==> src/rtl/cidr_alm_pkg.sv <==
// shared types and constants for the cidr allow list matcher
package cidr_alm_pkg;

    // default table depth per address family
    localparam int ENTRIES_DEF = 16;

    localparam int ADDR_W  = 128;
    localparam int LEN_W   = 8;
    localparam int CNT_W   = 5;
    localparam int SLOT_W  = 4;
    localparam int CIDX_W  = 1;

    localparam logic [CIDX_W-1:0] CFG_IPV4_COUNT = 1'd0;
    localparam logic [CIDX_W-1:0] CFG_IPV6_COUNT = 1'd1;

    localparam logic       ACT_WRITE = 1'b0;
    localparam logic [1:0] FAM_IPV4  = 2'd0;
    localparam logic [1:0] FAM_IPV6  = 2'd1;

    localparam logic [LEN_W-1:0] IPV4_MAX_LEN = 8'd32;
    localparam logic [LEN_W-1:0] IPV6_MAX_LEN = 8'd128;

    typedef enum logic [1:0] {
        VERDICT_MATCH   = 2'd0,
        VERDICT_DENY    = 2'd1,
        VERDICT_NO_LIST = 2'd2,
        VERDICT_WRITE   = 2'd3
    } verdict_t;

    // one table entry, ipv4 entries sit in the top 32 prefix bits
    typedef struct packed {
        logic [ADDR_W-1:0] prefix;
        logic [LEN_W-1:0]  len;
    } entry_t;

    // table write request
    typedef struct packed {
        logic              v4_en;
        logic              v6_en;
        logic [ADDR_W-1:0] prefix;
        logic [LEN_W-1:0]  len;
    } tbl_wr_t;

endpackage

==> src/rtl/cidr_alm_table.sv <==
// prefix tables for both families with registered read and per-entry valid bits
module cidr_alm_table
    import cidr_alm_pkg::*;
#(
    parameter int ENTRIES = ENTRIES_DEF,
    parameter int IDX_W   = (ENTRIES > 1) ? $clog2(ENTRIES) : 1
) (
    input  logic             clk,
    input  logic             rst_n,
    input  tbl_wr_t          wr,
    input  logic [IDX_W-1:0] wr_addr,
    input  logic [IDX_W-1:0] rd_addr,
    input  logic             rd_v6,
    output entry_t           rd_entry
);

    logic [37:0]  v4_mem [ENTRIES];
    logic [135:0] v6_mem [ENTRIES];

    logic [ENTRIES-1:0] v4_vld_reg;
    logic [ENTRIES-1:0] v6_vld_reg;

    logic [37:0]  v4_rd_reg;
    logic [135:0] v6_rd_reg;
    logic         v4_rd_vld_reg;
    logic         v6_rd_vld_reg;

    // memory write and registered read
    always_ff @(posedge clk)
    begin
        if (wr.v4_en)
        begin
            v4_mem[wr_addr] <= {wr.prefix[ADDR_W-1 -: 32], wr.len[5:0]};
        end
        if (wr.v6_en)
        begin
            v6_mem[wr_addr] <= {wr.prefix, wr.len};
        end
        v4_rd_reg <= v4_mem[rd_addr];
        v6_rd_reg <= v6_mem[rd_addr];
    end

    // valid bits stand in for the all-zero reset contents
    always_ff @(posedge clk or negedge rst_n)
    begin
        if (!rst_n)
        begin
            v4_vld_reg    <= '0;
            v6_vld_reg    <= '0;
            v4_rd_vld_reg <= 1'b0;
            v6_rd_vld_reg <= 1'b0;
        end
        else
        begin
            if (wr.v4_en)
            begin
                v4_vld_reg[wr_addr] <= 1'b1;
            end
            if (wr.v6_en)
            begin
                v6_vld_reg[wr_addr] <= 1'b1;
            end
            v4_rd_vld_reg <= v4_vld_reg[rd_addr];
            v6_rd_vld_reg <= v6_vld_reg[rd_addr];
        end
    end

    always_comb
    begin
        rd_entry = '0;
        if (rd_v6)
        begin
            if (v6_rd_vld_reg)
            begin
                rd_entry.prefix = v6_rd_reg[135:8];
                rd_entry.len    = v6_rd_reg[7:0];
            end
        end
        else
        begin
            if (v4_rd_vld_reg)
            begin
                rd_entry.prefix = {v4_rd_reg[37:6], 96'd0};
                rd_entry.len    = {2'd0, v4_rd_reg[5:0]};
            end
        end
    end

endmodule

==> src/rtl/cidr_alm_match.sv <==
// shared prefix compare unit: masked 128-bit equality on the leading len bits
module cidr_alm_match
    import cidr_alm_pkg::*;
(
    input  logic [ADDR_W-1:0] addr,
    input  entry_t            entry,
    output logic              hit
);

    logic [ADDR_W-1:0] mask;

    always_comb
    begin
        for (int j = 0; j < ADDR_W; j++)
        begin
            // bit counted from the top is kept when it lies inside the prefix
            mask[ADDR_W-1-j] = (LEN_W'(j) < entry.len);
        end
        hit = (((addr ^ entry.prefix) & mask) == '0);
    end

endmodule

==> src/rtl/cidr_allow_list_matcher.sv <==
// top level of the cidr allow list matcher: sequencer, config registers, result register
//
// Checks a client address against an IPv4 and an IPv6 allow list of CIDR prefixes and
// stores new prefixes. Every input transfer gives exactly one result transfer. A write
// item goes from ST_IDLE to ST_OUT, which hands its result to the output register; the
// next item can be taken once the block is back in ST_IDLE. A check of an unknown
// family or of a family whose entry count is zero also goes straight to ST_OUT. A check
// that scans passes through ST_SCAN, where it compares k entries before ST_OUT, with k
// the number of entries compared (1 up to min(count, ENTRIES)): a single compare unit
// looks at one entry per cycle, fed by the one registered read port of the prefix tables.
// A stalled result channel holds the result in ST_OUT until the output register is free.
// The block takes one item at a time; in_stall is high from the input transfer until the
// result is in the output register, and the output register may still hold an untaken
// result while the next item is taken. Entry counts are written through the cfg port
// (index 0 is the IPv4 count, 1 the IPv6 count, reset value 1); the user must write them
// only while the block is idle, which the block itself does not enforce. Counts above
// ENTRIES scan ENTRIES entries. After reset every entry reads as the catch-all prefix of
// length zero through per-entry valid bits, so no clearing pass is needed.
module cidr_allow_list_matcher
    import cidr_alm_pkg::*;
#(
    parameter int ENTRIES = ENTRIES_DEF
) (
    input  logic              clk,
    input  logic              rst_n,

    // config write channel
    input  logic              cfg_valid,
    output logic              cfg_ready,
    input  logic [CIDX_W-1:0] cfg_index,
    input  logic [CNT_W-1:0]  cfg_data,

    // input channel
    input  logic              in_valid,
    output logic              in_stall,
    input  logic              action,
    input  logic [1:0]        family,
    input  logic [SLOT_W-1:0] entry_index,
    input  logic [63:0]       address_high,
    input  logic [63:0]       address_low,
    input  logic [LEN_W-1:0]  prefix_length,

    // result channel
    output logic              out_valid,
    input  logic              out_stall,
    output logic              allowed,
    output logic [SLOT_W-1:0] match_index,
    output logic [1:0]        verdict
);

    localparam int IDX_W = (ENTRIES > 1) ? $clog2(ENTRIES) : 1;
    localparam int LIM_W = 9;

    typedef enum logic [1:0] {
        ST_IDLE,
        ST_SCAN,
        ST_OUT
    } state_t;

    // control state
    state_t            state_reg,     state_next;
    logic [CNT_W-1:0]  v4_cnt_reg,    v4_cnt_next;
    logic [CNT_W-1:0]  v6_cnt_reg,    v6_cnt_next;
    logic [IDX_W-1:0]  idx_reg,       idx_next;
    logic [IDX_W-1:0]  lim_reg,       lim_next;
    logic              v6_reg,        v6_next;
    logic              out_valid_reg, out_valid_next;

    // payload
    logic [ADDR_W-1:0] addr_reg,      addr_next;
    logic              res_allow_reg, res_allow_next;
    logic [SLOT_W-1:0] res_idx_reg,   res_idx_next;
    verdict_t          res_verd_reg,  res_verd_next;
    logic              allowed_reg,   allowed_next;
    logic [SLOT_W-1:0] match_reg,     match_next;
    verdict_t          verdict_reg,   verdict_next;

    logic              in_xfer;
    logic              out_free;
    logic [CNT_W-1:0]  cnt_sel;
    logic [LIM_W-1:0]  lim_wide;
    logic [LEN_W-1:0]  len_clamped;
    logic              slot_ok;
    tbl_wr_t           tbl_wr;
    logic [IDX_W-1:0]  rd_addr;
    entry_t            rd_entry;
    logic              hit;

    assign cfg_ready   = 1'b1;
    assign in_stall    = (state_reg != ST_IDLE);
    assign in_xfer     = in_valid && !in_stall;
    assign out_free    = !out_valid_reg || !out_stall;

    assign out_valid   = out_valid_reg;
    assign allowed     = allowed_reg;
    assign match_index = match_reg;
    assign verdict     = verdict_reg;

    // entry writes happen at the input transfer itself
    assign slot_ok     = (32'(entry_index) < ENTRIES);
    assign len_clamped = (family == FAM_IPV4)
                       ? ((prefix_length > IPV4_MAX_LEN) ? IPV4_MAX_LEN : prefix_length)
                       : ((prefix_length > IPV6_MAX_LEN) ? IPV6_MAX_LEN : prefix_length);

    always_comb
    begin
        tbl_wr.v4_en  = in_xfer && (action == ACT_WRITE) && slot_ok && (family == FAM_IPV4);
        tbl_wr.v6_en  = in_xfer && (action == ACT_WRITE) && slot_ok && (family == FAM_IPV6);
        tbl_wr.prefix = {address_high, address_low};
        tbl_wr.len    = len_clamped;
    end

    // last index to scan, count clamped to the table depth
    always_comb
    begin
        cnt_sel = (family == FAM_IPV4) ? v4_cnt_reg : v6_cnt_reg;
        if (LIM_W'(cnt_sel) > LIM_W'(ENTRIES))
        begin
            lim_wide = LIM_W'(ENTRIES - 1);
        end
        else
        begin
            lim_wide = LIM_W'(cnt_sel) - LIM_W'(1);
        end
    end

    // read entry 0 while idle so it is ready on the first scan cycle
    assign rd_addr = (state_reg == ST_SCAN && idx_reg != lim_reg)
                   ? idx_reg + IDX_W'(1) : '0;

    cidr_alm_table #(
        .ENTRIES (ENTRIES),
        .IDX_W   (IDX_W)
    ) u_table (
        .clk      (clk),
        .rst_n    (rst_n),
        .wr       (tbl_wr),
        .wr_addr  (IDX_W'(entry_index)),
        .rd_addr  (rd_addr),
        .rd_v6    (v6_reg),
        .rd_entry (rd_entry)
    );

    cidr_alm_match u_match (
        .addr  (addr_reg),
        .entry (rd_entry),
        .hit   (hit)
    );

    // sequencer
    always_comb
    begin
        state_next     = state_reg;
        v4_cnt_next    = v4_cnt_reg;
        v6_cnt_next    = v6_cnt_reg;
        idx_next       = idx_reg;
        lim_next       = lim_reg;
        v6_next        = v6_reg;
        out_valid_next = out_valid_reg;
        addr_next      = addr_reg;
        res_allow_next = res_allow_reg;
        res_idx_next   = res_idx_reg;
        res_verd_next  = res_verd_reg;
        allowed_next   = allowed_reg;
        match_next     = match_reg;
        verdict_next   = verdict_reg;

        if (cfg_valid && cfg_ready)
        begin
            case (cfg_index)
                CFG_IPV4_COUNT: v4_cnt_next = cfg_data;
                CFG_IPV6_COUNT: v6_cnt_next = cfg_data;
                default:        ;
            endcase
        end

        if (out_valid_reg && !out_stall)
        begin
            out_valid_next = 1'b0;
        end

        case (state_reg)
            ST_IDLE:
            begin
                if (in_xfer)
                begin
                    res_allow_next = 1'b0;
                    res_idx_next   = '0;
                    idx_next       = '0;
                    lim_next       = IDX_W'(lim_wide);
                    v6_next        = (family == FAM_IPV6);
                    if (family == FAM_IPV4)
                    begin
                        addr_next = {address_high[63:32], 96'd0};
                    end
                    else
                    begin
                        addr_next = {address_high, address_low};
                    end
                    if (action == ACT_WRITE)
                    begin
                        res_verd_next = VERDICT_WRITE;
                        state_next    = ST_OUT;
                    end
                    else if ((family != FAM_IPV4 && family != FAM_IPV6) || cnt_sel == '0)
                    begin
                        // unknown family or empty list
                        res_allow_next = 1'b1;
                        res_verd_next  = VERDICT_NO_LIST;
                        state_next     = ST_OUT;
                    end
                    else
                    begin
                        res_verd_next = VERDICT_DENY;
                        state_next    = ST_SCAN;
                    end
                end
            end

            ST_SCAN:
            begin
                // one entry compared per cycle, first hit wins
                if (hit)
                begin
                    res_allow_next = 1'b1;
                    res_idx_next   = SLOT_W'(idx_reg);
                    res_verd_next  = VERDICT_MATCH;
                    state_next     = ST_OUT;
                end
                else if (idx_reg == lim_reg)
                begin
                    state_next = ST_OUT;
                end
                else
                begin
                    idx_next = idx_reg + IDX_W'(1);
                end
            end

            ST_OUT:
            begin
                // wait until the output register is free
                if (out_free)
                begin
                    allowed_next   = res_allow_reg;
                    match_next     = res_idx_reg;
                    verdict_next   = res_verd_reg;
                    out_valid_next = 1'b1;
                    state_next     = ST_IDLE;
                end
            end

            default:
            begin
                state_next = ST_IDLE;
            end
        endcase
    end

    always_ff @(posedge clk or negedge rst_n)
    begin
        if (!rst_n)
        begin
            state_reg     <= ST_IDLE;
            v4_cnt_reg    <= CNT_W'(1);
            v6_cnt_reg    <= CNT_W'(1);
            idx_reg       <= '0;
            lim_reg       <= '0;
            v6_reg        <= 1'b0;
            out_valid_reg <= 1'b0;
        end
        else
        begin
            state_reg     <= state_next;
            v4_cnt_reg    <= v4_cnt_next;
            v6_cnt_reg    <= v6_cnt_next;
            idx_reg       <= idx_next;
            lim_reg       <= lim_next;
            v6_reg        <= v6_next;
            out_valid_reg <= out_valid_next;
        end
    end

    // payload registers, no reset needed
    always_ff @(posedge clk)
    begin
        addr_reg      <= addr_next;
        res_allow_reg <= res_allow_next;
        res_idx_reg   <= res_idx_next;
        res_verd_reg  <= res_verd_next;
        allowed_reg   <= allowed_next;
        match_reg     <= match_next;
        verdict_reg   <= verdict_next;
    end

endmodule

==> config.mk <==
export PLATFORM = sky130hd
export DESIGN_NAME = cidr_allow_list_matcher
export DESIGN_NICKNAME = d
export VERILOG_FILES = /design/src/rtl/cidr_alm_pkg.sv /design/src/rtl/cidr_alm_table.sv /design/src/rtl/cidr_alm_match.sv /design/src/rtl/cidr_allow_list_matcher.sv
export SDC_FILE = /design/constraint.sdc
export NUM_CORES = 2
export LEC_CHECK = 0
export ABC_CLOCK_PERIOD_IN_PS = 7230
export BUFFER_PORTS_ARGS = -buffer_cell sky130_fd_sc_hd__clkbuf_2
export CAP_MARGIN = 20
export CELL_PAD_IN_SITES_DETAIL_PLACEMENT = 1
export CELL_PAD_IN_SITES_GLOBAL_PLACEMENT = 2
export CORE_ASPECT_RATIO = 0.9
export CORE_MARGIN = 8
export CORE_UTILIZATION = 41
export DETAILED_ROUTE_END_ITERATION = 16
export GPL_ROUTABILITY_DRIVEN = 0
export HOLD_SLACK_MARGIN = 0.15
export PLACE_DENSITY_LB_ADDON = 0.08
export SLEW_MARGIN = 20
export SYNTH_ARGS = -nofsm -noshare
export SYNTH_HDL_FRONTEND = slang
export SYNTH_SLANG_ARGS = --single-unit
export TNS_END_PERCENT = 100
==> constraint.sdc <==
create_clock -name clk -period 7.23 [get_ports clk]
set_input_delay 0 -clock clk [delete_from_list [all_inputs] [get_ports clk]]
set_output_delay 0 -clock clk [all_outputs]
set_load 0.02 [all_outputs]
Word-level counts from Yosys, hierarchy flattened
Memory sizes are Yosys's and may differ from the RTL's. A register that Yosys moved wholly into a read port is not among the register bits. Index checks and enable logic that the tools add are counted. W data, S select, Z words.

Bits in registers: 198. Bits in writable memories: 2784. Output and inout port bits: 10. Logic and storage cells: 246. Memories kept: 2.

Memory list: u_table.v6_mem (depth 16, bits a word 136, read ports 1, clocked after Yosys merged registers in 1, write ports 1, line cidr_alm_table.sv:18) `logic [135:0] v6_mem [ENTRIES];`; u_table.v4_mem (depth 16, bits a word 38, read ports 1, clocked after Yosys merged registers in 1, write ports 1, line cidr_alm_table.sv:17) `logic [37:0] v4_mem [ENTRIES];`.

$add $sub $neg: 2. Magnitude comparators: 134. Equality and inequality tests: 12. Muxes and demuxes: 44. Bitwise logic cells: 6. Reduce and logical (&&, ||, !) cells: 27.

Operators with widths (number): $lt A7 B8 Y1 const A (64); $mux W136 (3); $lt A6 B8 Y1 const A (32); $and A128 B128 Y128 (1); $logic_not A128 Y1 (1); $lt A5 B8 Y1 const A (16); $xor A128 B128 Y128 (1); $lt A4 B8 Y1 const A (8); $lt A3 B8 Y1 const A (4); $or A16 B16 Y16 (2); $mux W4 (6); $mux W8 (3); $mux W2 (9); $lt A1 B8 Y1 const A (2); $lt A2 B8 Y1 const A (2); $pmux W4 S2 (2); $mux W1 (14); $lt A4 B5 Y1 const B (2); $ne A2 B2 Y1 const B (5); $bmux W1 S4 (2); $gt A8 B6 Y1 const B (1); $gt A8 B8 Y1 const B (1); $logic_and A1 B1 Y1 (8); $reduce_and A2 Y1 (4); 23 further kinds (32).

Depth between registers and ports, before layout
Word-level depth: 8. Depth in mapped cells: 15.

Modules after synthesis
Synthesis repeated with hierarchy kept, for this count alone.

Cell total of the unflattened synthesis: 5287. Area, all modules: 119689.8 sq um.

Modules (own cells, without submodules): cidr_alm_table (instances 1, cells each 4506, area each 110735.0 sq um); cidr_allow_list_matcher (instances 1, cells each 397, area each 6262.3 sq um); cidr_alm_match (instances 1, cells each 384, area each 2692.6 sq um).

Least setup slack after synthesis
Ideal clock, no wire load.

Kind: register to register. Start: register state_reg[1]. End: register u_table.v6_vld_reg[3]. Setup time: 0.101 ns. Data arrival time: 7.540 ns. Path slack: -0.411 ns. Cell stages (with the launch flop): 7. Path buffers: 0. Clock period less this slack: 7.641 ns. Cells stage by stage: dfrtp_1 -> nor2_1 -> nand2_1 -> nor3_1 -> nand3_1 -> nor2_1 -> or2_2.

Cells in the longest elaborated chain, start to end: 5.

Ends and longest elaborated chain: start, declared (line cidr_allow_list_matcher.sv:61) `state_t state_reg, state_next;`; start signal, assigned (line cidr_allow_list_matcher.sv:274) `state_reg <= state_next;`; $reduce_bool A2 Y1 (line cidr_allow_list_matcher.sv:90) `assign in_stall = (state_reg != ST_IDLE);`; $logic_not A1 Y1 (line cidr_allow_list_matcher.sv:91) `assign in_xfer = in_valid && !in_stall;`; $logic_and A1 B1 Y1 (line cidr_allow_list_matcher.sv:91); $logic_and A1 B1 Y1 (2 in a row) (line cidr_allow_list_matcher.sv:108) `tbl_wr.v6_en = in_xfer && (action == ACT_WRITE) && slot_ok && (family == FAM_IPV6);`; end signal, assigned (line cidr_alm_table.sv:49) `v6_vld_reg <= '0;`; end signal, assigned by index (line cidr_alm_table.sv:61) `v6_vld_reg[wr_addr] <= 1'b1;`; end, declared (line cidr_alm_table.sv:21) `logic [ENTRIES-1:0] v6_vld_reg;`.

No other way between the ends. A chain may end at the register's enable or synchronous reset.

Worst setup path after layout
Start: register u_table.v6_rd_vld_reg. End: register state_reg[0].

Cells in the longest elaborated chain, start to end: 7.

Ends and longest elaborated chain: start, declared (line cidr_alm_table.sv:26) `logic v6_rd_vld_reg;`; start signal, assigned (line cidr_alm_table.sv:64) `v6_rd_vld_reg <= v6_vld_reg[rd_addr];`; $mux W136 * (line cidr_alm_table.sv:73) `if (v6_rd_vld_reg)`; $mux W136 * (line cidr_alm_table.sv:71) `if (rd_v6)`; $lt A7 B8 Y1, or another cell as far along (line cidr_alm_match.sv:17) `mask[ADDR_W-1-j] = (LEN_W'(j) < entry.len);`; $and A128 B128 Y128 * (line cidr_alm_match.sv:19) `hit = (((addr ^ entry.prefix) & mask) == '0);`; $logic_not A128 Y1 * (line cidr_alm_match.sv:19); $ne A3 B2 Y1 (no line) or $mux W2 (tied branches); $reduce_and A3 Y1 (no line) or $pmux W2 S3 (tied branches).

Every way passes the cells marked *; elsewhere a longest branch is shown, timed or not.

==> run metrics <==
initial drt markers 8174; switching share of power 30.4%; Die ar. 320000 µm²; H-tree Lvls 5; clk_lat worst skew 930 ps; GRT Util Overall 26.0%; root buf cell clkbuf_16; Post-synth ARST share 1.77%; Final Setup Violations 0; CP max stage delay 1000 ps; Net Count, Synth 9063; worst path cell trace buf_4 > and2_4 > a22oi_2 > xnor2_1 > a2111oi_0 > nand4_1 > nor4_1 > o2111ai_1 > nor3_2 > buf_4 > o22ai_1 > dlygate4sd3_1; Critical R2R Launch u_table.v6_rd_vld_reg$_DFF_PN0_; crit path DAT 6440 ps; Max-Cap Viols 0; Synth top area share 70.8%; Die H 538 µm; sequential fraction of design power 45.4%; Final Hold Viols 0; placed cell area 130000 µm²; minimum clock period 5640 ps; # rows 191; Final Max Slew Viols 0; crit path launch type register; Most common cell on crit path buf_4; relative slew slack 25.1%; Post-Route Skew 33.7 ps; largest area contributor in the netlist edfxtp_1; vias in the first global route 82300; final WL 430000 µm; port bufs 162; Largest register FFs 2176; CP max FO 61; NumNets Final 9423; status completed; synthesized area 124000 µm²; Leak 47.2 nW; Synth cell types 81; Power Internal 0.0330 W; Buf/Inv on CP 3; final worst path period share 78.0%; initial antenna violation count 24; cts repair resizes 0; RSZ-0062 raised after global routing no; Clock power frac 36.1%; Ys Warns 0; total number of vias 81700; Seq/Total Area, Yosys 74.8%; dpl ws 1770 ps; CTS tree yes; Starting Density 41.2%; post-route cell area 144000 µm²; Crit path required time 8040 ps; fmax 177 MHz; start point of the worst hold path action; crit path from u_table.v6_rd_vld_reg$_DFF_PN0_; clock slew at reported path FFs 60 ps; chip width 596 µm; Mapped Cells 8907; Tightest Pin Transition 1120 ps; Power Density 328 nW/µm²; synth top area cells edfxtp_1 (71%), nand2_1 (4.6%), dfxtp_1 (2.8%); CTS Buf Count 337; HPWL after DPL 225000 µm; Yosys reg bits 3156; first-pass GRT wire length 616000 µm; WL/cell 31.8 µm; I/O pin cnt 164; core area 301000 µm²; area growth from synthesis to layout 16.1%; post-synthesis area per instance 13.9 µm²; Pre-antenna DRT Iters 5; combinational share of power 18.5%; Crit Path Class reg2reg; EDFF count, synth 2926; slowest CP cell dfrtp_2; cell family with the largest share of critical-path delay simple AND/OR/NAND/NOR gates; sw power 0.0144 W; Critical Path End Type register; pin count of the biggest net entering global routing 135; Detail Route Antenna Nets 0; share of cells above drive strength 1 10.3%; GR Overflow Total 0; final worst setup slack 1590 ps; Peak VDD IR 0.225 mV; Top FF cell, synth edfxtp_1; CTS max path bufs 4; reg2reg setup slack 1590 ps; number of remaining DRC errors 0; Post-Route Setup TNS 0 ps; vias per inst 6.04; hold crit path type in2reg; clk sinks 3156
[metal layers]
metal	wire (µm)	vias to the layer above	GRT usage (%)
met5	40	-	0
met4	10300	6	6.27
met3	23700	577	3.29
met2	201000	2469	41.9
met1	195000	43500	37.9
li1	-	35100	-
[final timing paths]
check	endpoint	cells past startpoint
setup / recovery	state_reg[0]$_DFFE_PN0P_	12
hold / removal	res_verd_reg[0]$_SDFFCE_PP0P_	5
setup reg to reg	state_reg[0]$_DFFE_PN0P_	12
hold reg to reg	match_index[0]$_DFFE_PP_	0
max in group asynchronous	v6_reg$_DFFE_PN0P_	4
min in group asynchronous	v6_cnt_reg[1]$_DFFE_PN0P_	4
[layout by cell type (no fill, tap or decap), drive strengths merged, types with 17 or more instances in the layout]
cell type,n
or2,38
nor3,29
xnor2,71
nand2,1514
dlygate4sd3,342
o22ai,86
a211oi,19
xor2,65
dfxtp,174
clkbuf,641
a21oi,225
nor2,149
or3,343
a22oi,24
clkinv,98
bufinv,17
inv,32
buf,208
and3,184
a311oi,353
nand3,495
nor2b,102
o21ai,603
dfrtp,54
o221ai,287
edfxtp,2926
a31oi,25
o211ai,261
[synth_stat cells, types with 65 or more instances]
cell type	n
clkbuf_1	598
nand3_1	495
o221ai_1	287
a21oi_1	225
or3_1	343
xnor2_1	71
nor2_1	141
a311oi_1	353
o22ai_1	83
nor2b_1	102
o211ai_1	260
o21ai_0	597
xor2_1	65
dfxtp_1	174
and3_1	183
nand2_1	1514
edfxtp_1	2926
[layout make-up]
class / count / area (µm²)
Sequential cell: 3156 / 92800
Multi-Input combinational cell: 5048 / 28900
Fill cell: 29400 / 157000
Inverter: 12 / 57.6
Clock inverter: 140 / 1330
Antenna cell: 8 / 20.0
Clock buffer: 479 / 9450
Tap cell: 3956 / 4950
Timing Repair Buffer: 712 / 6620
[power groups by stage]
stage	Clock, W	Sequential [W]	Combinational [W]
finish	0.0171	0.0215	0.00876
global route	0.0180	0.0215	0.00943
CTS	0.0174	0.0215	0.00875
detailed placement	0	0.0218	0.00854
global placement	0	0.0219	0.00841
floorplan	0	0.0213	0.00519
[worst min-delay path: cells and delay by family]
kind,cells,cell delay (ps)
buf+inv,4,890
compound gates,1,150
[metrics by stage]
stage          hold slack (ps)  std cells  util, %  total power, W
2_1_floorplan             -296       8907        -          0.0264
3_3_place_gp               201      12500     43.2          0.0303
3_5_place_dp               219      12500     43.2          0.0304
4_1_cts                    166      13500     47.9          0.0477
5_1_grt                    196      13500     47.9          0.0490
6_report                   233      13500     47.9          0.0473
[logic make-up (layout without fill, tap and decap cells)]
kind of cell / after synthesis / after routing / share of synthesized area, %
flip-flops: 3156 / 3156 / 74.8
AND/OR/NAND/NOR: 2936 / 2936 / 11.1
AO/OA/AOI/OAI: 1957 / 1957 / 10.8
buffers and inverters: 703 / 1343 / 2.21
XOR/XNOR: 136 / 136 / 0.960
multiplexers: 15 / 15 / 0.131
adder cells (fa/ha/maj): 3 / 3 / 0.0282
other: 1 / 9 / 0.00302
[what timing repair did]
action,CTS,global route
buffers inserted,0,0
setup endpoints to repair,0,0
hold buffers,342,0
hold endpoints to repair,3358,0
Note: power is estimated with default switching activity, not from simulation.
